$ cat config.mk
export PLATFORM = sky130hd
export DESIGN_NAME = rolling_hash_pattern_matcher
export DESIGN_NICKNAME = d
export VERILOG_FILES = /design/src/rtl/core/rhpm_pkg.sv /design/src/rtl/core/rolling_hash_pattern_matcher.sv /design/src/rtl/core/rhpm_cell.sv /design/src/rtl/core/rhpm_mulmod.sv
export SDC_FILE = /design/constraint.sdc
export NUM_CORES = 2
export LEC_CHECK = 0
export ABC_AREA = 1
export BUFFER_PORTS_ARGS = -buffer_cell sky130_fd_sc_hd__buf_2
export CAP_MARGIN = 20
export CORE_MARGIN = 4
export CORE_UTILIZATION = 45
export DETAILED_ROUTE_END_ITERATION = 10
export GPL_TIMING_DRIVEN = 0
export PLACE_DENSITY = 0.7
export SLEW_MARGIN = 25
export SYNTH_ARGS = -nofsm -noshare
export SYNTH_HDL_FRONTEND = slang
export SYNTH_SLANG_ARGS = --single-unit
$ cat constraint.sdc
create_clock -name clk -period 50.7 [get_ports clk]
set_clock_uncertainty 0.2 [all_clocks]
set_input_delay 7.605 -clock clk [delete_from_list [all_inputs] [get_ports clk]]
set_output_delay 7.605 -clock clk [all_outputs]
set_load 0.01 [all_outputs]
$ cat src/rtl/core/rhpm_pkg.sv
// ----------------------------------------------------------------------------
// rhpm_pkg
// Shared types, constants and the symbol mapping for the rolling hash matcher.
// ----------------------------------------------------------------------------
package rhpm_pkg;

  localparam int PATTERN_MAX = 64;
  localparam int LEN_W       = $clog2(PATTERN_MAX + 1);
  localparam int POS_W       = 16;
  localparam int SYM_W       = 8;
  localparam int HASH_W      = 20;

  // hash modulus 1e6+3, base 37, and 2^20 mod 1e6+3 for folding
  localparam logic [HASH_W-1:0] HASH_MOD  = 20'd1000003;
  localparam logic [SYM_W-1:0]  HASH_BASE = 8'd37;
  localparam logic [15:0]       FOLD_K    = 16'd48573;

  localparam logic [SYM_W-1:0] CHR_A      = 8'h61;
  localparam logic [SYM_W-1:0] CHR_Z      = 8'h7A;
  localparam logic [SYM_W-1:0] CHR_0      = 8'h30;
  localparam logic [SYM_W-1:0] CHR_9      = 8'h39;
  localparam logic [SYM_W-1:0] DIGIT_BASE = 8'd26;

  localparam logic REQ_PATTERN = 1'b0;
  localparam logic REQ_TEXT    = 1'b1;

  typedef struct packed {
    logic             req_type;
    logic [SYM_W-1:0] symbol;
    logic             last;
  } rhpm_in_t;

  typedef struct packed {
    logic [POS_W-1:0] window_end;
    logic             window_full;
    logic             hash_hit;
    logic             match;
    logic             found;
    logic             done_res;
  } rhpm_out_t;

  typedef struct packed {
    logic pat_shift;
    logic pat_clear;
    logic win_shift;
  } rhpm_cell_ctrl_t;

  typedef enum logic [2:0] {
    S_IDLE,
    S_PREP,
    S_PAT,
    S_PAT_LEAD,
    S_PAT_HASH,
    S_TXT_SUB,
    S_TXT_HASH,
    S_CMP
  } rhpm_state_t;

  // letters -> 0..25, digits -> 26..35, anything else keeps its code
  function automatic logic [SYM_W-1:0] sym_value(input logic [SYM_W-1:0] b);
    logic [SYM_W-1:0] v;
    if (b >= CHR_A && b <= CHR_Z) begin
      v = b - CHR_A;
    end else if (b >= CHR_0 && b <= CHR_9) begin
      v = b - CHR_0 + DIGIT_BASE;
    end else begin
      v = b;
    end
    return v;
  endfunction

endpackage

$ cat src/rtl/core/rolling_hash_pattern_matcher.sv
// Sequence: input stalls until the sequencer is back in S_IDLE. A text word
//   passes S_PREP, then the mulmod unit once while the window fills or twice
//   once it is full (none with no pattern), then S_CMP registers its result.
//   Pattern words use the mulmod unit once (first) or twice, none past depth.
// Reset: synchronous active-low rst_n clears the sequencer, pattern and text
//   state; pattern and window bytes are only read after being written.
// ----------------------------------------------------------------------------
// rolling_hash_pattern_matcher
// Streaming Rabin-Karp matcher. Pattern and window bytes live in a chain of
// cells; the hashes run through one shared multiply-mod unit.
// ----------------------------------------------------------------------------
module rolling_hash_pattern_matcher (
  input  logic                clk,
  input  logic                rst_n,
  input  logic                in_valid,
  output logic                in_stall,
  input  rhpm_pkg::rhpm_in_t  in_data,
  output logic                out_valid,
  input  logic                out_stall,
  output rhpm_pkg::rhpm_out_t out_data
);
  import rhpm_pkg::*;

  // sequencer and datapath registers
  rhpm_state_t       state_r, state_nxt;
  rhpm_in_t          item_r, item_nxt;
  logic [LEN_W-1:0]  pat_len_r, pat_len_nxt;
  logic              pat_done_r, pat_done_nxt;
  logic [HASH_W-1:0] pat_hash_r, pat_hash_nxt;
  logic [HASH_W-1:0] lead_r, lead_nxt;       // 37^(L-1) mod M
  logic [HASH_W-1:0] win_hash_r, win_hash_nxt;
  logic [POS_W-1:0]  text_cnt_r, text_cnt_nxt;
  logic              found_r, found_nxt;
  logic [LEN_W-1:0]  fill_r, fill_nxt;       // symbols in window, up to L
  logic              full_r, full_nxt;
  logic [POS_W-1:0]  end_r, end_nxt;
  logic [SYM_W-1:0]  v_r, v_nxt;             // mapped value of the new text symbol
  logic              out_valid_r, out_valid_nxt;
  rhpm_out_t         out_r, out_nxt;

  // mulmod unit
  logic              mm_start;
  logic [20:0]       mm_x;
  logic [7:0]        mm_y;
  logic [7:0]        mm_c;
  logic              mm_done;
  logic [HASH_W-1:0] mm_res;

  // cell chain
  rhpm_cell_ctrl_t   cell_ctrl;
  logic [SYM_W-1:0]  pat_byte_c [PATTERN_MAX];
  logic              pat_v_c    [PATTERN_MAX];
  logic [SYM_W-1:0]  win_byte_c [PATTERN_MAX];
  logic [SYM_W-1:0]  tail_c     [PATTERN_MAX];
  logic              eq_c       [PATTERN_MAX];
  logic [SYM_W-1:0]  tail_any;
  logic              all_eq;

  logic              out_free;
  logic              hit_w;
  logic              match_w;
  logic              found_w;

  // --------------------------------------------------------------------------
  // Chain: cell 0 takes the newest byte. Cell j holds pattern[L-1-j] and the
  // text byte from j words ago, so each cell compares locally.
  // --------------------------------------------------------------------------
  for (genvar j = 0; j < PATTERN_MAX; j++) begin : g_cell
    logic [SYM_W-1:0] pat_in;
    logic             pv_in;
    logic [SYM_W-1:0] win_in;
    logic             nxt_v;

    if (j == 0) begin : g_head
      assign pat_in = item_r.symbol;
      assign pv_in  = 1'b1;
      assign win_in = item_r.symbol;
    end else begin : g_body
      assign pat_in = pat_byte_c[j-1];
      assign pv_in  = pat_v_c[j-1];
      assign win_in = win_byte_c[j-1];
    end

    if (j == PATTERN_MAX - 1) begin : g_end
      assign nxt_v = 1'b0;
    end else begin : g_mid
      assign nxt_v = pat_v_c[j+1];
    end

    rhpm_cell u_cell (
      .clk         (clk),
      .rst_n       (rst_n),
      .ctrl        (cell_ctrl),
      .pat_byte_in (pat_in),
      .pat_v_in    (pv_in),
      .win_byte_in (win_in),
      .next_pat_v  (nxt_v),
      .pat_byte_o  (pat_byte_c[j]),
      .pat_v_o     (pat_v_c[j]),
      .win_byte_o  (win_byte_c[j]),
      .tail_byte   (tail_c[j]),
      .eq          (eq_c[j])
    );
  end

  // tail is one-hot, so an OR picks the departing byte
  always_comb begin
    tail_any = '0;
    all_eq   = 1'b1;
    for (int j = 0; j < PATTERN_MAX; j++) begin
      tail_any = tail_any | tail_c[j];
      all_eq   = all_eq & eq_c[j];
    end
  end

  rhpm_mulmod u_mulmod (
    .clk   (clk),
    .rst_n (rst_n),
    .start (mm_start),
    .x_i   (mm_x),
    .y_i   (mm_y),
    .c_i   (mm_c),
    .done  (mm_done),
    .res   (mm_res)
  );

  // --------------------------------------------------------------------------
  // Handshake
  // --------------------------------------------------------------------------
  assign in_stall  = (state_r != S_IDLE);
  assign out_valid = out_valid_r;
  assign out_data  = out_r;
  assign out_free  = !out_valid_r || !out_stall;

  assign hit_w   = full_r && (win_hash_r == pat_hash_r);
  assign match_w = hit_w && all_eq;
  assign found_w = found_r || match_w;

  // --------------------------------------------------------------------------
  // Next state
  // --------------------------------------------------------------------------
  always_comb begin
    state_nxt = state_r;
    unique case (state_r)
      S_IDLE: begin
        if (in_valid) state_nxt = S_PREP;
      end
      S_PREP: begin
        if (item_r.req_type == REQ_PATTERN) begin
          state_nxt = S_PAT;
        end else if (pat_len_r == '0) begin
          state_nxt = S_CMP;
        end else if (fill_r == pat_len_r) begin
          state_nxt = S_TXT_SUB;
        end else begin
          state_nxt = S_TXT_HASH;
        end
      end
      S_PAT: begin
        if (pat_len_r < LEN_W'(PATTERN_MAX)) begin
          state_nxt = (pat_len_r != '0) ? S_PAT_LEAD : S_PAT_HASH;
        end else begin
          state_nxt = S_IDLE;
        end
      end
      S_PAT_LEAD: begin
        if (mm_done) state_nxt = S_PAT_HASH;
      end
      S_PAT_HASH: begin
        if (mm_done) state_nxt = S_IDLE;
      end
      S_TXT_SUB: begin
        if (mm_done) state_nxt = S_TXT_HASH;
      end
      S_TXT_HASH: begin
        if (mm_done) state_nxt = S_CMP;
      end
      S_CMP: begin
        if (out_free) state_nxt = S_IDLE;
      end
      default: state_nxt = S_IDLE;
    endcase
  end

  // --------------------------------------------------------------------------
  // Datapath control
  // --------------------------------------------------------------------------
  always_comb begin
    item_nxt      = item_r;
    pat_len_nxt   = pat_len_r;
    pat_done_nxt  = pat_done_r;
    pat_hash_nxt  = pat_hash_r;
    lead_nxt      = lead_r;
    win_hash_nxt  = win_hash_r;
    text_cnt_nxt  = text_cnt_r;
    found_nxt     = found_r;
    fill_nxt      = fill_r;
    full_nxt      = full_r;
    end_nxt       = end_r;
    v_nxt         = v_r;
    out_nxt       = out_r;
    out_valid_nxt = out_valid_r && out_stall;
    mm_start      = 1'b0;
    mm_x          = '0;
    mm_y          = '0;
    mm_c          = '0;
    cell_ctrl     = '0;

    unique case (state_r)
      S_IDLE: begin
        if (in_valid) item_nxt = in_data;
      end
      S_PREP: begin
        if (item_r.req_type == REQ_PATTERN) begin
          // a pattern word after a closed pattern starts over
          if (pat_done_r) begin
            pat_len_nxt         = '0;
            pat_hash_nxt        = '0;
            lead_nxt            = HASH_W'(1);
            pat_done_nxt        = 1'b0;
            cell_ctrl.pat_clear = 1'b1;
            win_hash_nxt        = '0;
            text_cnt_nxt        = '0;
            found_nxt           = 1'b0;
            fill_nxt            = '0;
          end
        end else begin
          pat_done_nxt = 1'b1;
          end_nxt      = text_cnt_r;
          if (text_cnt_r != '1) text_cnt_nxt = text_cnt_r + POS_W'(1);
          full_nxt = 1'b0;
          if (pat_len_r != '0) begin
            v_nxt               = sym_value(item_r.symbol);
            cell_ctrl.win_shift = 1'b1;
            mm_start            = 1'b1;
            if (fill_r == pat_len_r) begin
              // remove the departing symbol: old * 37^(L-1)
              full_nxt = 1'b1;
              mm_x     = 21'(lead_r);
              mm_y     = sym_value(tail_any);
            end else begin
              fill_nxt = fill_r + LEN_W'(1);
              full_nxt = ((fill_r + LEN_W'(1)) == pat_len_r);
              mm_x     = 21'(win_hash_r);
              mm_y     = HASH_BASE;
              mm_c     = sym_value(item_r.symbol);
            end
          end
        end
      end
      S_PAT: begin
        if (pat_len_r < LEN_W'(PATTERN_MAX)) begin
          cell_ctrl.pat_shift = 1'b1;
          pat_len_nxt         = pat_len_r + LEN_W'(1);
          mm_start            = 1'b1;
          mm_y                = HASH_BASE;
          if (pat_len_r != '0) begin
            mm_x = 21'(lead_r);
          end else begin
            mm_x = 21'(pat_hash_r);
            mm_c = sym_value(item_r.symbol);
          end
        end else if (item_r.last) begin
          pat_done_nxt = 1'b1;
        end
      end
      S_PAT_LEAD: begin
        if (mm_done) begin
          lead_nxt = mm_res;
          mm_start = 1'b1;
          mm_x     = 21'(pat_hash_r);
          mm_y     = HASH_BASE;
          mm_c     = sym_value(item_r.symbol);
        end
      end
      S_PAT_HASH: begin
        if (mm_done) begin
          pat_hash_nxt = mm_res;
          if (item_r.last) pat_done_nxt = 1'b1;
        end
      end
      S_TXT_SUB: begin
        if (mm_done) begin
          // (h + M - sub) stays below 2M; mulmod reduces it along the way
          mm_start = 1'b1;
          mm_x     = 21'(win_hash_r) + 21'(HASH_MOD) - 21'(mm_res);
          mm_y     = HASH_BASE;
          mm_c     = v_r;
        end
      end
      S_TXT_HASH: begin
        if (mm_done) win_hash_nxt = mm_res;
      end
      S_CMP: begin
        if (out_free) begin
          out_valid_nxt       = 1'b1;
          out_nxt.window_end  = end_r;
          out_nxt.window_full = full_r;
          out_nxt.hash_hit    = hit_w;
          out_nxt.match       = match_w;
          out_nxt.found       = found_w;
          out_nxt.done_res    = item_r.last;
          found_nxt           = found_w;
          if (item_r.last) begin
            // end of text: pattern stays, text state starts over
            win_hash_nxt = '0;
            text_cnt_nxt = '0;
            found_nxt    = 1'b0;
            fill_nxt     = '0;
          end
        end
      end
      default: begin
        out_valid_nxt = out_valid_r && out_stall;
      end
    endcase
  end

  // --------------------------------------------------------------------------
  // Registers
  // --------------------------------------------------------------------------
  always_ff @(posedge clk) begin
    if (!rst_n) begin
      state_r     <= S_IDLE;
      pat_len_r   <= '0;
      pat_done_r  <= 1'b0;
      pat_hash_r  <= '0;
      lead_r      <= HASH_W'(1);
      win_hash_r  <= '0;
      text_cnt_r  <= '0;
      found_r     <= 1'b0;
      fill_r      <= '0;
      out_valid_r <= 1'b0;
    end else begin
      state_r     <= state_nxt;
      pat_len_r   <= pat_len_nxt;
      pat_done_r  <= pat_done_nxt;
      pat_hash_r  <= pat_hash_nxt;
      lead_r      <= lead_nxt;
      win_hash_r  <= win_hash_nxt;
      text_cnt_r  <= text_cnt_nxt;
      found_r     <= found_nxt;
      fill_r      <= fill_nxt;
      out_valid_r <= out_valid_nxt;
    end
  end

  always_ff @(posedge clk) begin
    item_r <= item_nxt;
    full_r <= full_nxt;
    end_r  <= end_nxt;
    v_r    <= v_nxt;
    out_r  <= out_nxt;
  end

endmodule

$ cat src/rtl/core/rhpm_cell.sv
// ----------------------------------------------------------------------------
// rhpm_cell
// One position of the pattern/window chain: holds a pattern byte, its valid
// bit and a window byte, shifts them on to the next cell and compares them.
// ----------------------------------------------------------------------------
module rhpm_cell (
  input  logic                      clk,
  input  logic                      rst_n,
  input  rhpm_pkg::rhpm_cell_ctrl_t ctrl,
  input  logic [7:0]                pat_byte_in,
  input  logic                      pat_v_in,
  input  logic [7:0]                win_byte_in,
  input  logic                      next_pat_v,
  output logic [7:0]                pat_byte_o,
  output logic                      pat_v_o,
  output logic [7:0]                win_byte_o,
  output logic [7:0]                tail_byte,
  output logic                      eq
);
  import rhpm_pkg::*;

  logic [SYM_W-1:0] pat_byte_r;
  logic [SYM_W-1:0] win_byte_r;
  logic             pat_v_r;

  always_ff @(posedge clk) begin
    if (!rst_n || ctrl.pat_clear) begin
      pat_v_r <= 1'b0;
    end else if (ctrl.pat_shift) begin
      pat_v_r <= pat_v_in;
    end
  end

  always_ff @(posedge clk) begin
    if (ctrl.pat_shift) begin
      pat_byte_r <= pat_byte_in;
    end
    if (ctrl.win_shift) begin
      win_byte_r <= win_byte_in;
    end
  end

  assign pat_byte_o = pat_byte_r;
  assign pat_v_o    = pat_v_r;
  assign win_byte_o = win_byte_r;

  // last loaded position holds the oldest window byte
  assign tail_byte = (pat_v_r && !next_pat_v) ? win_byte_r : '0;
  assign eq        = !pat_v_r || (pat_byte_r == win_byte_r);

endmodule

$ cat src/rtl/core/rhpm_mulmod.sv
// ----------------------------------------------------------------------------
// rhpm_mulmod
// Four-stage (x * y + c) mod 1e6+3 with x < 2^21, y and c below 2^8.
// Reduction folds the bits above 2^20 back in with 2^20 mod M.
// ----------------------------------------------------------------------------
module rhpm_mulmod (
  input  logic        clk,
  input  logic        rst_n,
  input  logic        start,
  input  logic [20:0] x_i,
  input  logic [7:0]  y_i,
  input  logic [7:0]  c_i,
  output logic        done,
  output logic [19:0] res
);
  import rhpm_pkg::*;

  logic [3:0]        vld_r;
  logic [29:0]       p_r;
  logic [25:0]       f1_r;
  logic [21:0]       f2_r;
  logic [HASH_W-1:0] res_r;
  logic [20:0]       f3;

  always_ff @(posedge clk) begin
    if (!rst_n) begin
      vld_r <= '0;
    end else begin
      vld_r <= {vld_r[2:0], start};
    end
  end

  assign f3 = 21'(f2_r[21:HASH_W]) * 21'(FOLD_K) + 21'(f2_r[HASH_W-1:0]);

  always_ff @(posedge clk) begin
    p_r   <= 30'(x_i) * 30'(y_i) + 30'(c_i);
    f1_r  <= 26'(p_r[29:HASH_W]) * 26'(FOLD_K) + 26'(p_r[HASH_W-1:0]);
    f2_r  <= 22'(f1_r[25:HASH_W]) * 22'(FOLD_K) + 22'(f1_r[HASH_W-1:0]);
    // f3 < 2M, one subtract finishes it
    res_r <= (f3 >= 21'(HASH_MOD)) ? HASH_W'(f3 - 21'(HASH_MOD)) : HASH_W'(f3);
  end

  assign done = vld_r[3];
  assign res  = res_r;

endmodule

==> qor.txt <==
initial antenna violation count = 8
Cell Area, Placed = 74100 µm²
Yosys top cell area share = 0.462
vias in the first global route = 49900
post-route cell area = 78900 µm²
Synth top cells by count = nand2_1, edfxtp_1, inv_1
clock buffer count from CTS = 143
EDFF count, synth = 1080
Overflow after GRT = 0
Synth Area in Simple Gates = 0.199
CP bufs+invs = 3
CP Class = register to output port
crit path cell chain = nor2_1, inv_1, nor2_1, inv_1, buf_2
CP startpoint kind = register
post-cts resize count = 0
vias after detailed routing = 51100
I/O pins = 37
FF+latch area = 37700 µm²
HPWL Detailed = 167 mm
Final nets = 7792
Reg clk slew, reported paths = 70 ps
Vias/cell = 5.41
FF+latch count, synth = 1342
CP delay by family, top = flip-flops
maxcap violations = 0
Routed wire per std cell = 22.0 µm
CTS Hold Bufs = 0
Layout fillers = 13600
layout cells sized above 1 = 0.0943
PortBufs = 36
worst-skew pair later-pin latency = 790 ps
min cycle time layout = 9590 ps
TritonCTS clock tree = yes
post-synthesis adder-cell area fraction = 0.117
Most used DFF post-synth = edfxtp_1
largest cells by area after synthesis = edfxtp_1, nand2_1, dfxtp_1, fa_1, inv_1
Placed Cells = 9168
largest family of logic cells by synthesized area = simple AND/OR/NAND/NOR gates
biggest cell delay along the critical path = 360 ps
worst-path fanout max = 5
# setup viols final = 0
Routed Antenna Nets = 0
post-synthesis xor/xnor area fraction = 0.0422
Sum Neg Setup Slack = 0 ps
Slew Viols, Final = 0
Max VDD drop = 133 µV
Worst EP required = 42900 ps
crit path max-delay cell type = dfxtp_1
DR DRC count = 0
core area = 155000 µm²
Cell variety after synth = 62
leak pwr = 32.2 nW
Mapped Avg Cell Area = 9.98 µm²
CTS sink count = 1342
fmax = 104 MHz
area of the multi-input gates = 28600 µm²
initial cell density of the core = 0.454
Synthesis Warnings = 0
measured slew at the worst slew-check pin = 1060 ps
largest net degree at the start of global routing = 33
top-count cell post-synth = nand2_1
status = finished clean
RSZ-0062 raised after global routing = no
area leader, netlist = edfxtp_1
First-pass DRT Iterations = 8
clk root buf = clkbuf_16
Slew headroom = 0.297
GRT Total Usage = 0.254
die height = 403 µm
power per cell area = 47.5 nW/µm²
Setup crit end kind = output port
fin cells = 9435
global-route wire length before repair = 309 mm
Min-Delay Path Class = register to register
synthesis-to-finish area growth = 12.4%
routability cong. = 1.05
Iteration-0 DRC Markers = 5720
area of the mapped netlist = 70200 µm²
Setup Fix Bufs, Post-CTS = 0
number of placement rows = 144
full die area = 162000 µm²
post-synthesis mux area share = 0
clk buf depth = 3
post-synthesis compound-gate area fraction = 0.0474
H-tree depth = 4
Die W = 403 µm
Final Hold Fails = 0
Gate Count Post-Synth = 7034
WP data arrival = 1790 ps
asr flop ratio synth = 0
fin crit share = 0.189
post-synthesis sequential area ratio = 0.536
drt total wl = 208 mm
stage by stage:
stage | hold slack (ps) | util | setup WS [ps] | total power [mW]
2_1_floorplan | 190 | - | 19150 | 2.42
3_3_place_gp | 197 | 0.472 | 3600 | 2.78
3_5_place_dp | 206 | 0.479 | 40820 | 2.70
4_1_cts | 214 | 0.510 | 41080 | 3.77
5_1_grt | 224 | 0.510 | 40830 | 3.98
6_report | 203 | 0.511 | 41110 | 3.75
layer usage:
layer / vias to the layer above / share of wire / GRT usage
met5: - / 0.000058 / 0
met4: 2 / 0.054 / 0.117
met3: 444 / 0.080 / 0.0405
met2: 2319 / 0.48 / 0.432
met1: 24700 / 0.38 / 0.318
li1: 23600 / - / -
cells in the final DEF (no fill, tap or decap), drive strengths merged, types with 4 or more instances in the layout:
| cell | instances |
|---|---|
| or2 | 200 |
| a211oi | 31 |
| bufinv | 14 |
| clkinv | 71 |
| buf | 112 |
| xor2 | 127 |
| nor3 | 114 |
| o221ai | 6 |
| a21oi | 268 |
| o211ai | 12 |
| nor4 | 13 |
| conb | 6 |
| nor3b | 8 |
| inv | 971 |
| nand4 | 146 |
| nand3b | 10 |
| o31ai | 5 |
| nor2 | 635 |
| a22oi | 25 |
| o22ai | 34 |
| o21ai | 143 |
| nand2 | 1779 |
| o21bai | 9 |
| xnor2 | 211 |
| a31oi | 12 |
| a221oi | 4 |
| clkinvlp | 6 |
| dfxtp | 262 |
| nand3 | 309 |
| a21o | 9 |
| ha | 259 |
| o21a | 7 |
| clkbuf | 220 |
| fa | 250 |
| edfxtp | 1080 |
report_power, final:
group          internal [mW]  total [mW]  leakage (nW)  switching [mW]
Combinational          0.456        1.25          18.7           0.790
Clock                  0.607        1.07          2.34           0.462
Sequential              1.34        1.44          11.1          0.0938
sequential cells by signal, indices dropped and copies added, names as in the netlist:
signal                    flops
end_r                        16
fill_r                        7
found_r                       1
full_r                        1
g_cell.pat_in                 8
g_cell.u_cell.pat_byte_o    512
g_cell.u_cell.pat_v_o        64
g_cell.u_cell.win_byte_o    512
item_r                        2
lead_r                       20
out_data                     21
out_valid                     1
pat_done_r                    1
pat_hash_r                   20
pat_len_r                     7
state_r                       3
text_cnt_r                   16
u_mulmod.f1_r                26
u_mulmod.f2_r                22
u_mulmod.p_r                 30
u_mulmod.res                 20
u_mulmod.vld_r                4
v_r                           8
win_hash_r                   20
path summary, 6_finish.rpt:
path / from / to / slack (ps) / cells past startpoint
setup reg to reg: g_cell[52].u_cell.pat_v_o$_SDFFE_PP0P_ / u_mulmod.p_r[23]$_DFF_P_ / 41460 / 36
hold / removal: u_mulmod.vld_r[1]$_SDFF_PN0_ / u_mulmod.vld_r[2]$_SDFF_PN0_ / 200 / 2
hold reg to reg: u_mulmod.vld_r[1]$_SDFF_PN0_ / u_mulmod.vld_r[2]$_SDFF_PN0_ / 200 / 2
setup / recovery: state_r[1]$_SDFFE_PN0P_ / in_stall / 41110 / 5
worst reg2reg max path: cells and delay by family (launching register included):
kind	cells	cell delay, ps
and+or+nand+nor	18	3650
DFF	1	480
buffers and inverters	5	320
adders and majority gates	6	2670
AOI/OAI and AO/OA	7	1830
cell families (layout without fill, tap and decap cells):
kind of cell             after synthesis  in the layout
AO/OA/AOI/OAI                        579            579
AND/OR/NAND/NOR                     3220           3220
buffers and inverters               1045           1394
other                                  1              9
XOR/XNOR                             338            338
adder cells (fa/ha/maj)              509            509
flip-flops                          1342           1342
final cells by class:
type,count,area share
sequential,1342,0.477
multi-input combinational,4652,0.362
clock buffer,171,0.0472
inverter,969,0.0461
tap,2044,0.0324
timing repair buffer,85,0.0158
clock inverter,93,0.0138
buffer,76,0.00477
antenna,3,0.0000951
Note: power is estimated with default switching activity, not from simulation.
